<file path="src/sv/tsp2cb_pkg.sv">
// Shared constants and types for the two-cheapest-edge bound block.
// No dependencies; row_bound, out_stage and the top refer to it by scoped names, the bench imports it.
`default_nettype none

package tsp2cb_pkg;

    localparam int MAX_CITIES_DEFAULT = 256;
    localparam int DIST_BITS_DEFAULT  = 24;

    localparam int NUM_CITIES_BITS = 9;
    localparam int SUM_BITS        = 34;
    localparam int BOUND_BITS      = 33;
    localparam int MIN_CITIES      = 2;

    localparam logic [NUM_CITIES_BITS-1:0] NUM_CITIES_RESET = NUM_CITIES_BITS'(MIN_CITIES);

    localparam logic [1:0] MARK_FREE     = 2'd0;
    localparam logic [1:0] MARK_INCLUDED = 2'd1;
    localparam logic [1:0] MARK_EXCLUDED = 2'd2;

    localparam logic [1:0] INCL_NONE = 2'd0;
    localparam logic [1:0] INCL_ONE  = 2'd1;
    localparam logic [1:0] INCL_TWO  = 2'd2;
    localparam logic [1:0] INCL_SAT  = 2'd3;

    typedef struct packed {
        logic                  valid;
        logic [BOUND_BITS-1:0] bound;
    } result_t;

endpackage

`default_nettype wire

</file>
<file path="src/sv/tsp2cb_in_stage.sv">
// Input register for distance items with valid/stall handshake.
// Depends on nothing but its parameter; feeds tsp2cb_row_bound.
`default_nettype none

module tsp2cb_in_stage #(
    parameter int DIST_BITS = 24
) (
    input  wire logic                 clk,
    input  wire logic                 rst_n,
    input  wire logic                 in_valid,
    output logic                      in_stall,
    input  wire logic [DIST_BITS-1:0] distance,
    input  wire logic [1:0]           edge_mark,
    input  wire logic                 blocked,
    output logic                      item_go,
    output logic [DIST_BITS-1:0]      item_distance,
    output logic [1:0]                item_mark
);

    logic                 valid_reg;
    logic                 valid_next;
    logic [DIST_BITS-1:0] distance_reg;
    logic [1:0]           mark_reg;

    assign in_stall      = valid_reg && blocked;
    assign item_go       = valid_reg && !blocked;
    assign item_distance = distance_reg;
    assign item_mark     = mark_reg;

    always_comb
    begin
        valid_next = valid_reg;
        if (!in_stall)
        begin
            valid_next = in_valid;
        end
    end

    always_ff @(posedge clk or negedge rst_n)
    begin
        if (!rst_n)
        begin
            valid_reg <= 1'b0;
        end
        else
        begin
            valid_reg <= valid_next;
        end
    end

    always_ff @(posedge clk)
    begin
        if (in_valid && !in_stall)
        begin
            distance_reg <= distance;
            mark_reg     <= edge_mark;
        end
    end

    stall_needs_item: assert property (@(posedge clk) disable iff (!rst_n)
        in_stall |-> valid_reg)
        else $error("input stalled with empty input register");

endmodule

`default_nettype wire

</file>
<file path="src/sv/tsp2cb_row_bound.sv">
// Row tracking of the two cheapest free and first two included edges,
// and the saturating bound accumulator. Uses tsp2cb_pkg.
`default_nettype none

module tsp2cb_row_bound #(
    parameter int MAX_CITIES = 256,
    parameter int DIST_BITS  = 24
) (
    input  wire logic                                      clk,
    input  wire logic                                      rst_n,
    input  wire logic                                      cfg_go,
    input  wire logic [tsp2cb_pkg::NUM_CITIES_BITS-1:0]    cfg_num,
    input  wire logic                                      item_go,
    input  wire logic [DIST_BITS-1:0]                      item_distance,
    input  wire logic [1:0]                                item_mark,
    output tsp2cb_pkg::result_t                            result
);

    localparam int IW = (MAX_CITIES > 2) ? $clog2(MAX_CITIES) : 1;
    localparam logic [DIST_BITS-1:0] DIST_NONE = {DIST_BITS{1'b1}};
    localparam int SB = tsp2cb_pkg::SUM_BITS;
    localparam int BB = tsp2cb_pkg::BOUND_BITS;

    logic [IW-1:0]        last_reg, last_next;
    logic [IW-1:0]        col_reg, col_next;
    logic [IW-1:0]        row_reg, row_next;
    logic [DIST_BITS-1:0] cheap_reg, cheap_next;
    logic [DIST_BITS-1:0] second_reg, second_next;
    logic [1:0]           incl_cnt_reg, incl_cnt_next;
    logic [DIST_BITS-1:0] incl_a_reg, incl_a_next;
    logic [DIST_BITS-1:0] incl_b_reg, incl_b_next;
    logic [SB-1:0]        sum_reg, sum_next;

    logic                 diag;
    logic [DIST_BITS-1:0] incl_val;
    logic [DIST_BITS-1:0] pick_a;
    logic [DIST_BITS-1:0] pick_b;
    logic [DIST_BITS-1:0] cost_a;
    logic [DIST_BITS-1:0] cost_b;
    logic [SB:0]          sum_wide;
    logic [SB-1:0]        sum_sat;
    logic [31:0]          cfg_wide;
    logic [31:0]          cfg_dim;

    always_comb
    begin
        cfg_wide = 32'(cfg_num);
        priority if (cfg_wide < 32'(tsp2cb_pkg::MIN_CITIES))
        begin
            cfg_dim = 32'(tsp2cb_pkg::MIN_CITIES);
        end
        else if (cfg_wide > 32'(MAX_CITIES))
        begin
            cfg_dim = 32'(MAX_CITIES);
        end
        else
        begin
            cfg_dim = cfg_wide;
        end
    end

    always_comb
    begin
        last_next     = last_reg;
        col_next      = col_reg;
        row_next      = row_reg;
        cheap_next    = cheap_reg;
        second_next   = second_reg;
        incl_cnt_next = incl_cnt_reg;
        incl_a_next   = incl_a_reg;
        incl_b_next   = incl_b_reg;
        sum_next      = sum_reg;
        result.valid  = 1'b0;
        result.bound  = '0;
        pick_a        = '0;
        pick_b        = '0;
        cost_a        = '0;
        cost_b        = '0;
        sum_wide      = '0;
        sum_sat       = '0;

        diag     = (col_reg == row_reg);
        incl_val = diag ? DIST_NONE : item_distance;

        if (cfg_go)
        begin
            last_next     = IW'(cfg_dim - 32'd1);
            col_next      = '0;
            row_next      = '0;
            sum_next      = '0;
            cheap_next    = DIST_NONE;
            second_next   = DIST_NONE;
            incl_cnt_next = tsp2cb_pkg::INCL_NONE;
            incl_a_next   = DIST_NONE;
            incl_b_next   = DIST_NONE;
        end
        else if (item_go)
        begin
            if (item_mark == tsp2cb_pkg::MARK_INCLUDED)
            begin
                if (incl_cnt_reg == tsp2cb_pkg::INCL_NONE)
                begin
                    incl_a_next = incl_val;
                end
                else if (incl_cnt_reg == tsp2cb_pkg::INCL_ONE)
                begin
                    incl_b_next = incl_val;
                end
                if (incl_cnt_reg != tsp2cb_pkg::INCL_SAT)
                begin
                    incl_cnt_next = incl_cnt_reg + 2'd1;
                end
            end
            else if (item_mark != tsp2cb_pkg::MARK_EXCLUDED && !diag)
            begin
                priority if (item_distance < cheap_reg)
                begin
                    second_next = cheap_reg;
                    cheap_next  = item_distance;
                end
                else if (item_distance < second_reg)
                begin
                    second_next = item_distance;
                end
            end

            if (col_reg == last_reg)
            begin
                priority if (incl_cnt_next == tsp2cb_pkg::INCL_TWO)
                begin
                    pick_a = incl_a_next;
                    pick_b = incl_b_next;
                end
                else if (incl_cnt_next == tsp2cb_pkg::INCL_ONE)
                begin
                    pick_a = incl_a_next;
                    pick_b = cheap_next;
                end
                else
                begin
                    pick_a = cheap_next;
                    pick_b = second_next;
                end
                cost_a   = (pick_a == DIST_NONE) ? '0 : pick_a;
                cost_b   = (pick_b == DIST_NONE) ? '0 : pick_b;
                sum_wide = {1'b0, sum_reg} + (SB+1)'(cost_a) + (SB+1)'(cost_b);
                sum_sat  = sum_wide[SB] ? {SB{1'b1}} : sum_wide[SB-1:0];

                cheap_next    = DIST_NONE;
                second_next   = DIST_NONE;
                incl_cnt_next = tsp2cb_pkg::INCL_NONE;
                incl_a_next   = DIST_NONE;
                incl_b_next   = DIST_NONE;
                col_next      = '0;

                if (row_reg == last_reg)
                begin
                    result.valid = 1'b1;
                    result.bound = sum_sat[SB-1] ? {BB{1'b1}} : sum_sat[BB-1:0];
                    sum_next     = '0;
                    row_next     = '0;
                end
                else
                begin
                    sum_next = sum_sat;
                    row_next = row_reg + 1'b1;
                end
            end
            else
            begin
                col_next = col_reg + 1'b1;
            end
        end
    end

    always_ff @(posedge clk or negedge rst_n)
    begin
        if (!rst_n)
        begin
            last_reg     <= IW'(tsp2cb_pkg::MIN_CITIES - 1);
            col_reg      <= '0;
            row_reg      <= '0;
            cheap_reg    <= DIST_NONE;
            second_reg   <= DIST_NONE;
            incl_cnt_reg <= tsp2cb_pkg::INCL_NONE;
            incl_a_reg   <= DIST_NONE;
            incl_b_reg   <= DIST_NONE;
            sum_reg      <= '0;
        end
        else
        begin
            last_reg     <= last_next;
            col_reg      <= col_next;
            row_reg      <= row_next;
            cheap_reg    <= cheap_next;
            second_reg   <= second_next;
            incl_cnt_reg <= incl_cnt_next;
            incl_a_reg   <= incl_a_next;
            incl_b_reg   <= incl_b_next;
            sum_reg      <= sum_next;
        end
    end

    restart_clears: assert property (@(posedge clk) disable iff (!rst_n)
        cfg_go |=> (col_reg == '0 && row_reg == '0 && sum_reg == '0))
        else $error("restart left counters or sum set");

    column_in_range: assert property (@(posedge clk) disable iff (!rst_n)
        (col_reg <= last_reg) && (row_reg <= last_reg))
        else $error("index beyond matrix dimension");

    free_order: assert property (@(posedge clk) disable iff (!rst_n)
        cheap_reg <= second_reg)
        else $error("cheapest free edge above second");

endmodule

`default_nettype wire

</file>
<file path="src/sv/tsp2cb_out_stage.sv">
// Result register holding the bound until the receiver takes it.
// Uses tsp2cb_pkg::result_t from tsp2cb_row_bound.
`default_nettype none

module tsp2cb_out_stage (
    input  wire logic                                 clk,
    input  wire logic                                 rst_n,
    input  wire tsp2cb_pkg::result_t                  result,
    output logic                                      blocked,
    output logic                                      out_valid,
    input  wire logic                                 out_stall,
    output logic [tsp2cb_pkg::BOUND_BITS-1:0]         bound_halves
);

    logic                              valid_reg;
    logic                              valid_next;
    logic [tsp2cb_pkg::BOUND_BITS-1:0] bound_reg;

    assign blocked      = valid_reg && out_stall;
    assign out_valid    = valid_reg;
    assign bound_halves = bound_reg;

    always_comb
    begin
        valid_next = valid_reg;
        priority if (result.valid)
        begin
            valid_next = 1'b1;
        end
        else if (valid_reg && !out_stall)
        begin
            valid_next = 1'b0;
        end
    end

    always_ff @(posedge clk or negedge rst_n)
    begin
        if (!rst_n)
        begin
            valid_reg <= 1'b0;
        end
        else
        begin
            valid_reg <= valid_next;
        end
    end

    always_ff @(posedge clk)
    begin
        if (result.valid)
        begin
            bound_reg <= result.bound;
        end
    end

    no_overwrite: assert property (@(posedge clk) disable iff (!rst_n)
        !(result.valid && valid_reg && out_stall))
        else $error("result arrived over a held result");

endmodule

`default_nettype wire

</file>
<file path="src/sv/tsp_two_cheapest_edge_bound_top.sv">
// Two-cheapest-edge lower bound for one branch-and-bound node.
// Instantiates tsp2cb_in_stage, tsp2cb_row_bound, tsp2cb_out_stage; uses tsp2cb_pkg.
//
// Usage:
//   Write num_cities on the cfg channel (cfg_ready is always high) while idle;
//   the write restarts the matrix. Then stream the N x N matrix row by row,
//   one element (distance, edge_mark) per item on in_valid/in_stall.
//   After the last element one item carries bound_halves, the bound times two,
//   on out_valid/out_stall. No other item is produced.
// Timing:
//   One item per cycle sustained while no result waits under out_stall. The
//   row update and accumulator act on the input register, and the bound for the
//   last element lands in the result register, where out_valid offers it.
// Reset:
//   rst_n clears both registers' valid flags and returns num_cities to 2
//   with empty row state and a zero sum.
// Stall:
//   While a result waits under out_stall, the input register still fills;
//   an element already held there waits, and in_stall rises, until the
//   result is taken.
`default_nettype none

module tsp_two_cheapest_edge_bound_top #(
    parameter int MAX_CITIES = tsp2cb_pkg::MAX_CITIES_DEFAULT,
    parameter int DIST_BITS  = tsp2cb_pkg::DIST_BITS_DEFAULT
) (
    input  wire logic                                   clk,
    input  wire logic                                   rst_n,
    input  wire logic                                   cfg_valid,
    output logic                                        cfg_ready,
    input  wire logic [tsp2cb_pkg::NUM_CITIES_BITS-1:0] num_cities,
    input  wire logic                                   in_valid,
    output logic                                        in_stall,
    input  wire logic [DIST_BITS-1:0]                   distance,
    input  wire logic [1:0]                             edge_mark,
    output logic                                        out_valid,
    input  wire logic                                   out_stall,
    output logic [tsp2cb_pkg::BOUND_BITS-1:0]           bound_halves
);

    logic                 blocked;
    logic                 item_go;
    logic [DIST_BITS-1:0] item_distance;
    logic [1:0]           item_mark;
    tsp2cb_pkg::result_t  result;

    assign cfg_ready = 1'b1;

    tsp2cb_in_stage #(
        .DIST_BITS (DIST_BITS)
    ) u_in (
        .clk           (clk),
        .rst_n         (rst_n),
        .in_valid      (in_valid),
        .in_stall      (in_stall),
        .distance      (distance),
        .edge_mark     (edge_mark),
        .blocked       (blocked),
        .item_go       (item_go),
        .item_distance (item_distance),
        .item_mark     (item_mark)
    );

    tsp2cb_row_bound #(
        .MAX_CITIES (MAX_CITIES),
        .DIST_BITS  (DIST_BITS)
    ) u_row (
        .clk           (clk),
        .rst_n         (rst_n),
        .cfg_go        (cfg_valid && cfg_ready),
        .cfg_num       (num_cities),
        .item_go       (item_go),
        .item_distance (item_distance),
        .item_mark     (item_mark),
        .result        (result)
    );

    tsp2cb_out_stage u_out (
        .clk          (clk),
        .rst_n        (rst_n),
        .result       (result),
        .blocked      (blocked),
        .out_valid    (out_valid),
        .out_stall    (out_stall),
        .bound_halves (bound_halves)
    );

endmodule

`default_nettype wire

</file>
<file path="config.mk">
export PLATFORM = sky130hd
export DESIGN_NAME = tsp_two_cheapest_edge_bound_top
export DESIGN_NICKNAME = d
export VERILOG_FILES = /design/src/sv/tsp2cb_pkg.sv /design/src/sv/tsp2cb_in_stage.sv /design/src/sv/tsp2cb_row_bound.sv /design/src/sv/tsp2cb_out_stage.sv /design/src/sv/tsp_two_cheapest_edge_bound_top.sv
export SDC_FILE = /design/constraint.sdc
export NUM_CORES = 1
export LEC_CHECK = 0
export BUFFER_PORTS_ARGS = -buffer_cell sky130_fd_sc_hd__buf_2
export CAP_MARGIN = 40
export CORE_MARGIN = 2
export CORE_UTILIZATION = 60
export DETAILED_ROUTE_END_ITERATION = 8
export PLACE_DENSITY = 0.78
export SETUP_SLACK_MARGIN = 0.3
export SLEW_MARGIN = 20
export SYNTH_ARGS = -nofsm -noshare
export SYNTH_HDL_FRONTEND = slang
export SYNTH_HIERARCHICAL = 1
export SYNTH_SLANG_ARGS = --single-unit
</file>
<file path="constraint.sdc">
create_clock -name clk -period 13.7 [get_ports clk]
set_clock_uncertainty 0.2 [all_clocks]
set_input_delay 2.74 -clock clk [delete_from_list [all_inputs] [get_ports clk]]
set_output_delay 2.74 -clock clk [all_outputs]
set_load 0.05 [all_outputs]
</file>
# Word level (Yosys, flattened, before mapping)
# Cells that the tools add are included.
[word_totals]
regBits = 217
inputBits = 40
output_inout_bits = 36
elab_cells = 119
[op_classes]
addsub = 6
n_lt_le_gt_ge = 4
n_eq_ne = 11
n_mux = 65
bitwise = 3
n_reduce_logical = 16
[ops]
columns = ["operator", "count"]
rows = [
  ["$mux 24", 37],
  ["$mux 34", 9],
  ["$mux 8", 9],
  ["$eq 24x24->1 const B", 2],
  ["$lt 24x24->1", 2],
  ["$add 34x24->35", 1],
  ["$add 35x24->35", 1],
  ["$mux 33", 1],
  ["$eq 8x8->1", 3],
  ["$add 8x1->8 const B", 2],
  ["$mux 2", 7],
  ["$gt 9x9->1 const B", 1],
  ["$lt 9x2->1 const B", 1],
  ["$sub 8x1->8 const B", 1],
  ["$eq 2x1->1 const B", 3],
  ["$logic_and 1x1->1", 6],
  ["$reduce_bool 2->1", 3],
  ["$logic_not 1->1", 4],
  ["$ne 2x2->1 const B", 2],
  ["$reduce_or 4->1", 1],
  ["$not 1->1", 3],
  ["$add 2x1->2 const B", 1],
  ["$eq 2x2->1 const B", 1],
  ["$logic_not 2->1", 1],
  ["2 further kinds", 3],
]

# Logic depth before layout (Yosys ltp)
[logic_depth]
ltp_word = 22
mapped_depth = 34
depth_no_buf = 29

# By module
# Netlist, hierarchy kept.
[modules_own_cells]
columns = ["module", "instances", "cells_each", "area_each_um2", "seq_area_each_um2"]
rows = [
  ["tsp2cb_row_bound", 1, 1469, 12350.6, 4025.1],
  ["tsp2cb_out_stage", 1, 36, 1029.7, 1016.0],
  ["tsp2cb_in_stage", 1, 31, 838.3, 805.8],
  ["tsp_two_cheapest_edge_bound_top", 1, 2, 11.3, 0.0],
]

# Worst setup path before layout
# Ideal clock, no wire load.
[synth_timing]
path_type = "register -> register"
from = "register u_row.cheap_reg[11]"
to = "register u_out.bound_reg (netlist bit u_out/bound_halves[3]) (data pin)"
setup_time_ns = 0.155
arrival_time_ns = 6.647
required_ns = 13.345
slack_ns = 6.699
stages_incl_launch_ff = 33
cell_sequence = "dfstp_2 -> inv_1 -> ha_1 -> a21oi_1 -> nand3_1 -> a221oi_1 -> nand2_1 -> nor2_2 -> buf_2 -> buf_2 -> a21oi_1 -> o21ai_0 -> nand4_1 -> nor4_1 -> nand4_1 -> clkbuf_1 -> and2_1 -> fa_1 -> ha_1 -> clkbuf_1 -> a21o_1 -> a21o_1 -> a21o_1 -> a221oi_1 -> a21oi_1 -> o2111ai_1 -> a31oi_1 -> nor2b_1 -> buf_2 -> and4_1 -> or3_1 -> clkbuf_1 -> o21ai_0"
[synth_between]
elab_chain_cells = 15
[synth_rtl]
columns = ["element", "line", "text"]
rows = [
  ["start: declaration", "tsp2cb_row_bound.sv:27", "logic [DIST_BITS-1:0] cheap_reg, cheap_next;"],
  ["start signal: assignment", "tsp2cb_row_bound.sv:195", "cheap_reg <= cheap_next;"],
  ["$lt 24x24->1", "tsp2cb_row_bound.sv:116", "priority if (item_distance < cheap_reg)"],
  ["$mux 24", "tsp2cb_row_bound.sv:116", ""],
  ["$mux 24", "tsp2cb_row_bound.sv:114", "else if (item_mark != tsp2cb_pkg::MARK_EXCLUDED && !diag)"],
  ["$mux 24", "tsp2cb_row_bound.sv:99", "if (item_mark == tsp2cb_pkg::MARK_INCLUDED)"],
  ["$mux 24", "tsp2cb_row_bound.sv:134", "else if (incl_cnt_next == tsp2cb_pkg::INCL_ONE)"],
  ["$mux 24", "tsp2cb_row_bound.sv:129", "priority if (incl_cnt_next == tsp2cb_pkg::INCL_TWO)"],
  ["$mux 24", "tsp2cb_row_bound.sv:127", "if (col_reg == last_reg)"],
  ["$mux 24", "tsp2cb_row_bound.sv:97", "else if (item_go)"],
  ["$mux 24", "tsp2cb_row_bound.sv:85", "if (cfg_go)"],
  ["$eq 24x24->1", "tsp2cb_row_bound.sv:144", "cost_a = (pick_a == DIST_NONE) ? '0 : pick_a;"],
  ["$mux 24", "tsp2cb_row_bound.sv:144", ""],
  ["$add 34x24->35", "tsp2cb_row_bound.sv:146", "sum_wide = {1'b0, sum_reg} + (SB+1)'(cost_a) + (SB+1)'(cost_b);"],
  ["$add 35x24->35 *", "tsp2cb_row_bound.sv:146", ""],
  ["$mux 34 *", "tsp2cb_row_bound.sv:147", "sum_sat = sum_wide[SB] ? {SB{1'b1}} : sum_wide[SB-1:0];"],
  ["$mux 33 *", "tsp2cb_row_bound.sv:159", "result.bound = sum_sat[SB-1] ? {BB{1'b1}} : sum_sat[BB-1:0];"],
  ["end signal: assignment", "tsp2cb_out_stage.sv:52", "bound_reg <= result.bound;"],
  ["end: declaration", "tsp2cb_out_stage.sv:17", "logic [tsp2cb_pkg::BOUND_BITS-1:0] bound_reg;"],
]
# Every way passes the cells marked *; elsewhere a longest branch is shown, timed or not. The select of a mux whose other input is x is not followed.
# A chain may end at the register's enable or synchronous reset.

# Worst setup path after layout
[layout_timing]
from = "register u_row.cheap_reg[11]"
to = "register u_out.bound_reg (netlist bit u_out/bound_halves[31]) (data pin)"
# The elaborated chain is that of the path after synthesis.

==> impl_metrics.py <==
metrics = {
    "cts": {
        "clkTransAtPathRegs_ns": 0.06,
        "cts_buffer_depth": 3,
        "insertion_delay_ns": 0.53,
        "tritoncts.num_buffers": 25,
        "cts_sinks": 217,
        "post_cts_resized": 0,
        "cts_tree": "built",
        "cts_setup_buffers": 0,
        "clock_tree.root_cell": "clkbuf_16",
        "postCtsHoldBufs": 0,
        "htree_levels": 1,
    },
    "synthesis": {
        "syn_inst": 1538,
        "synth_area_per_cell_sq_um": 9.25,
        "synth_warnings": 6,
        "synth_nets": 1676,
        "synth_ff_type": "dfstp_2",
        "ys_types": 84,
        "async_flop_share_pct": 72.8,
        "seq_area_frac_synth_pct": 41.1,
        "synth-edff-count": 59,
        "ys_ff_latch": 217,
        "syn-cell-area_sq_um": 14200,
    },
    "route": {
        "routed-via-count": 12402,
        "drtIter0Drc": 1459,
        "antenna_left": 0,
        "drc": 0,
        "vias_per_cell": 6.49,
        "routed_wl_mm": 41.0,
        "drtPass1Iterations": 8,
        "avgRoutedWirePerCell_um": 21.4,
    },
    "floorplan": {
        "dieWidth_um": 158,
        "fp.coreArea_sq_um": 23400,
        "ioPinCount": 76,
        "initial_core_util_pct": 60.8,
        "die_h_um": 158,
        "die_area_sq_um": 25000,
        "rows": 56,
    },
    "setup_path": {
        "worstReg2RegStart": "u_row/cheap_reg[11]$_DFFE_PN1P_",
        "worstPathMaxFanout": 31,
        "slowest_delay_ns": 0.60,
        "critPathKind": "flop to flop",
        "endpoint_kind": "flop",
        "arrival_ns": 9.54,
        "critPathRequiredTime_ns": 13.72,
        "ff2ff_path_depth": 31,
        "cp_slowest_cell": "a221oi_1",
        "crit_start": "u_row/cheap_reg[11]$_DFFE_PN1P_",
        "start_kind": "flop",
    },
    "global_route": {
        "grt_overflow_total": 0,
        "antenna_found_initial": 0,
        "grt_max_degree": 85,
        "grt_pass1_vias": 11556,
        "grtUsageTotal_pct": 33.2,
        "grt_pass1_wl_mm": 64.4,
    },
    "status": {
        "outcome": "finished clean",
    },
    "min_path": {
        "holdCritStartpoint": "u_row/second_reg[10]$_DFFE_PN1P_",
        "hold_class": "flop to flop",
        "hold_path_depth": 2,
    },
    "place": {
        "place_congestion": 0.962,
        "port_buffers": 74,
        "dp.cells": 1866,
        "hpwl_mm": 29.7,
    },
    "cells_and_area": {
        "fin_util_pct": 67.4,
        "fin_nets": 1713,
        "drive_above_1_share_pct": 17.6,
        "nFillCells": 1911,
        "area_growth_pct": 10.8,
        "antenna_cells_inserted": 0,
        "largest_reg_flops": 34,
        "fin_cells": 1912,
    },
    "sta": {
        "fmax_ghz": 0.105,
        "rsz0062_at_grt": "no",
        "tightest_slew_ns": 0.897,
        "setup_viol": 0,
        "min_period_over_period_pct": 69.5,
        "period_needed_ns": 9.52,
        "setup_tns_ns": 0,
        "slew_viol_final": 0,
        "holdWs_ns": 0.279,
        "slew_headroom_pct": 39.6,
        "hold_viol": 0,
    },
    "pwr": {
        "p_comb_share_pct": 49.4,
        "cell_internal_pwr_mw": 1.71,
        "ir_drop_mv": 0.110,
        "p_leak_nw": 6.92,
        "p_sw_mw": 1.18,
        "powerDensity_nw_per_um2": 183,
        "power.share.clock_pct": 23.2,
        "p_sw_share_pct": 40.9,
        "seqPwrFrac_pct": 27.5,
    },
    "run": {
        "cap_violations": 0,
    },
}
-- Yosys cell counts, types with 25 or more instances --
master / count / area (sq um)
a211oi_1: 32 / 240
a21o_1: 43 / 323
a21oi_1: 152 / 761
clkbuf_1: 71 / 267
dfrtp_1: 61 / 1530
dfstp_2: 97 / 2550
edfxtp_1: 59 / 1770
fa_1: 25 / 500
ha_1: 73 / 913
inv_1: 73 / 274
nand2_1: 101 / 379
nand3_1: 41 / 205
nor2_1: 167 / 627
o21ai_0: 117 / 586
o22a_1: 29 / 254
xnor2_1: 42 / 368
-- metrics by stage --
stage / worst slack, ns / area [sq um] / power, mW
detailed placement: 4.52 / 14900 / 2.19
finish: 4.18 / 15800 / 2.89
global route: 3.58 / 15800 / 3.08
global placement: 4.64 / 14800 / 2.15
floorplan: 6.70 / 14200 / 1.85
CTS: 4.48 / 15700 / 2.86
-- final cells by class --
class / count / area, sq um / share of cell area, %
Multi-Input combinational cell: 1154 / 7730 / 49.0
Sequential cell: 217 / 5850 / 37.1
Clock buffer: 36 / 728 / 4.62
Timing Repair Buffer: 104 / 688 / 4.37
Tap cell: 319 / 399 / 2.53
Inverter: 73 / 274 / 1.74
Clock inverter: 9 / 95.1 / 0.603
-- cell usage in the layout, fill, tap and decap left out, drive strengths merged, types with 7 or more instances in the layout --
master	n
a2bb2oi	9
o22a	29
clkinv	7
and2	19
a31oi	15
inv	73
a211oi	32
xor2	17
ha	73
edfxtp	59
buf	104
o21ai	119
nor2b	18
nor4	9
nor3	13
fa	25
nand3	41
clkbuf	36
or2	8
nand4	22
dfstp	97
a21oi	153
nand2b	13
xnor2	42
nor2	168
nand2	101
a21o	44
a221oi	19
o211ai	20
dfrtp	61
and3	12
o21a	15
o22ai	17
a22oi	19
-- worst paths after layout --
path	slack [ns]	to
max reg2reg	4.18	u_out/bound_halves[31]$_DFFE_PP_
min	0.28	u_row/second_reg[10]$_DFFE_PN1P_
max in group asynchronous	10.05	u_row/second_reg[2]$_DFFE_PN1P_
min reg2reg	0.28	u_row/second_reg[10]$_DFFE_PN1P_
min in group asynchronous	1.90	u_row/sum_reg[17]$_DFFE_PN0P_
max	4.18	u_out/bound_halves[31]$_DFFE_PP_
-- routing by layer --
metal	vias up	global-route usage [%]	routed length [um]
met1	5954	47.1	17400
met2	654	51.4	18400
met3	102	5.72	3690
li1	5692	-	-
met5	-	0	0
met4	0	11.8	1510
-- worst max-delay path, delay by kind of cell (launching register included) --
family                   cells  cell delay, ns
AO/OA/AOI/OAI               12            3.42
adder cells (fa/ha/maj)      4            1.30
buffers and inverters        5            0.74
flip-flops                   1            0.54
AND/OR/NAND/NOR             10            2.94
-- power by group through the flow --
stage / Sequential (mW) / Clock, mW / Combinational (mW)
after floorplan: 0.779 / 0 / 1.07
after global placement: 0.800 / 0 / 1.35
after detailed placement: 0.801 / 0 / 1.38
after CTS: 0.792 / 0.678 / 1.39
after global routing: 0.801 / 0.704 / 1.57
final: 0.793 / 0.670 / 1.43
-- kinds of logic (layout without fill, tap and decap cells) --
family	count (synthesis)	after routing	synth area share, %
xor+xnor	59	59	3.63
compound gates	545	545	25.1
buf+inv	167	222	4.84
mux	7	7	0.528
simple gates	444	444	14.8
other cells	1	1	0.0264
fa+ha+maj	98	98	9.94
flops	217	217	41.1
(Power assumes the default switching activity.)
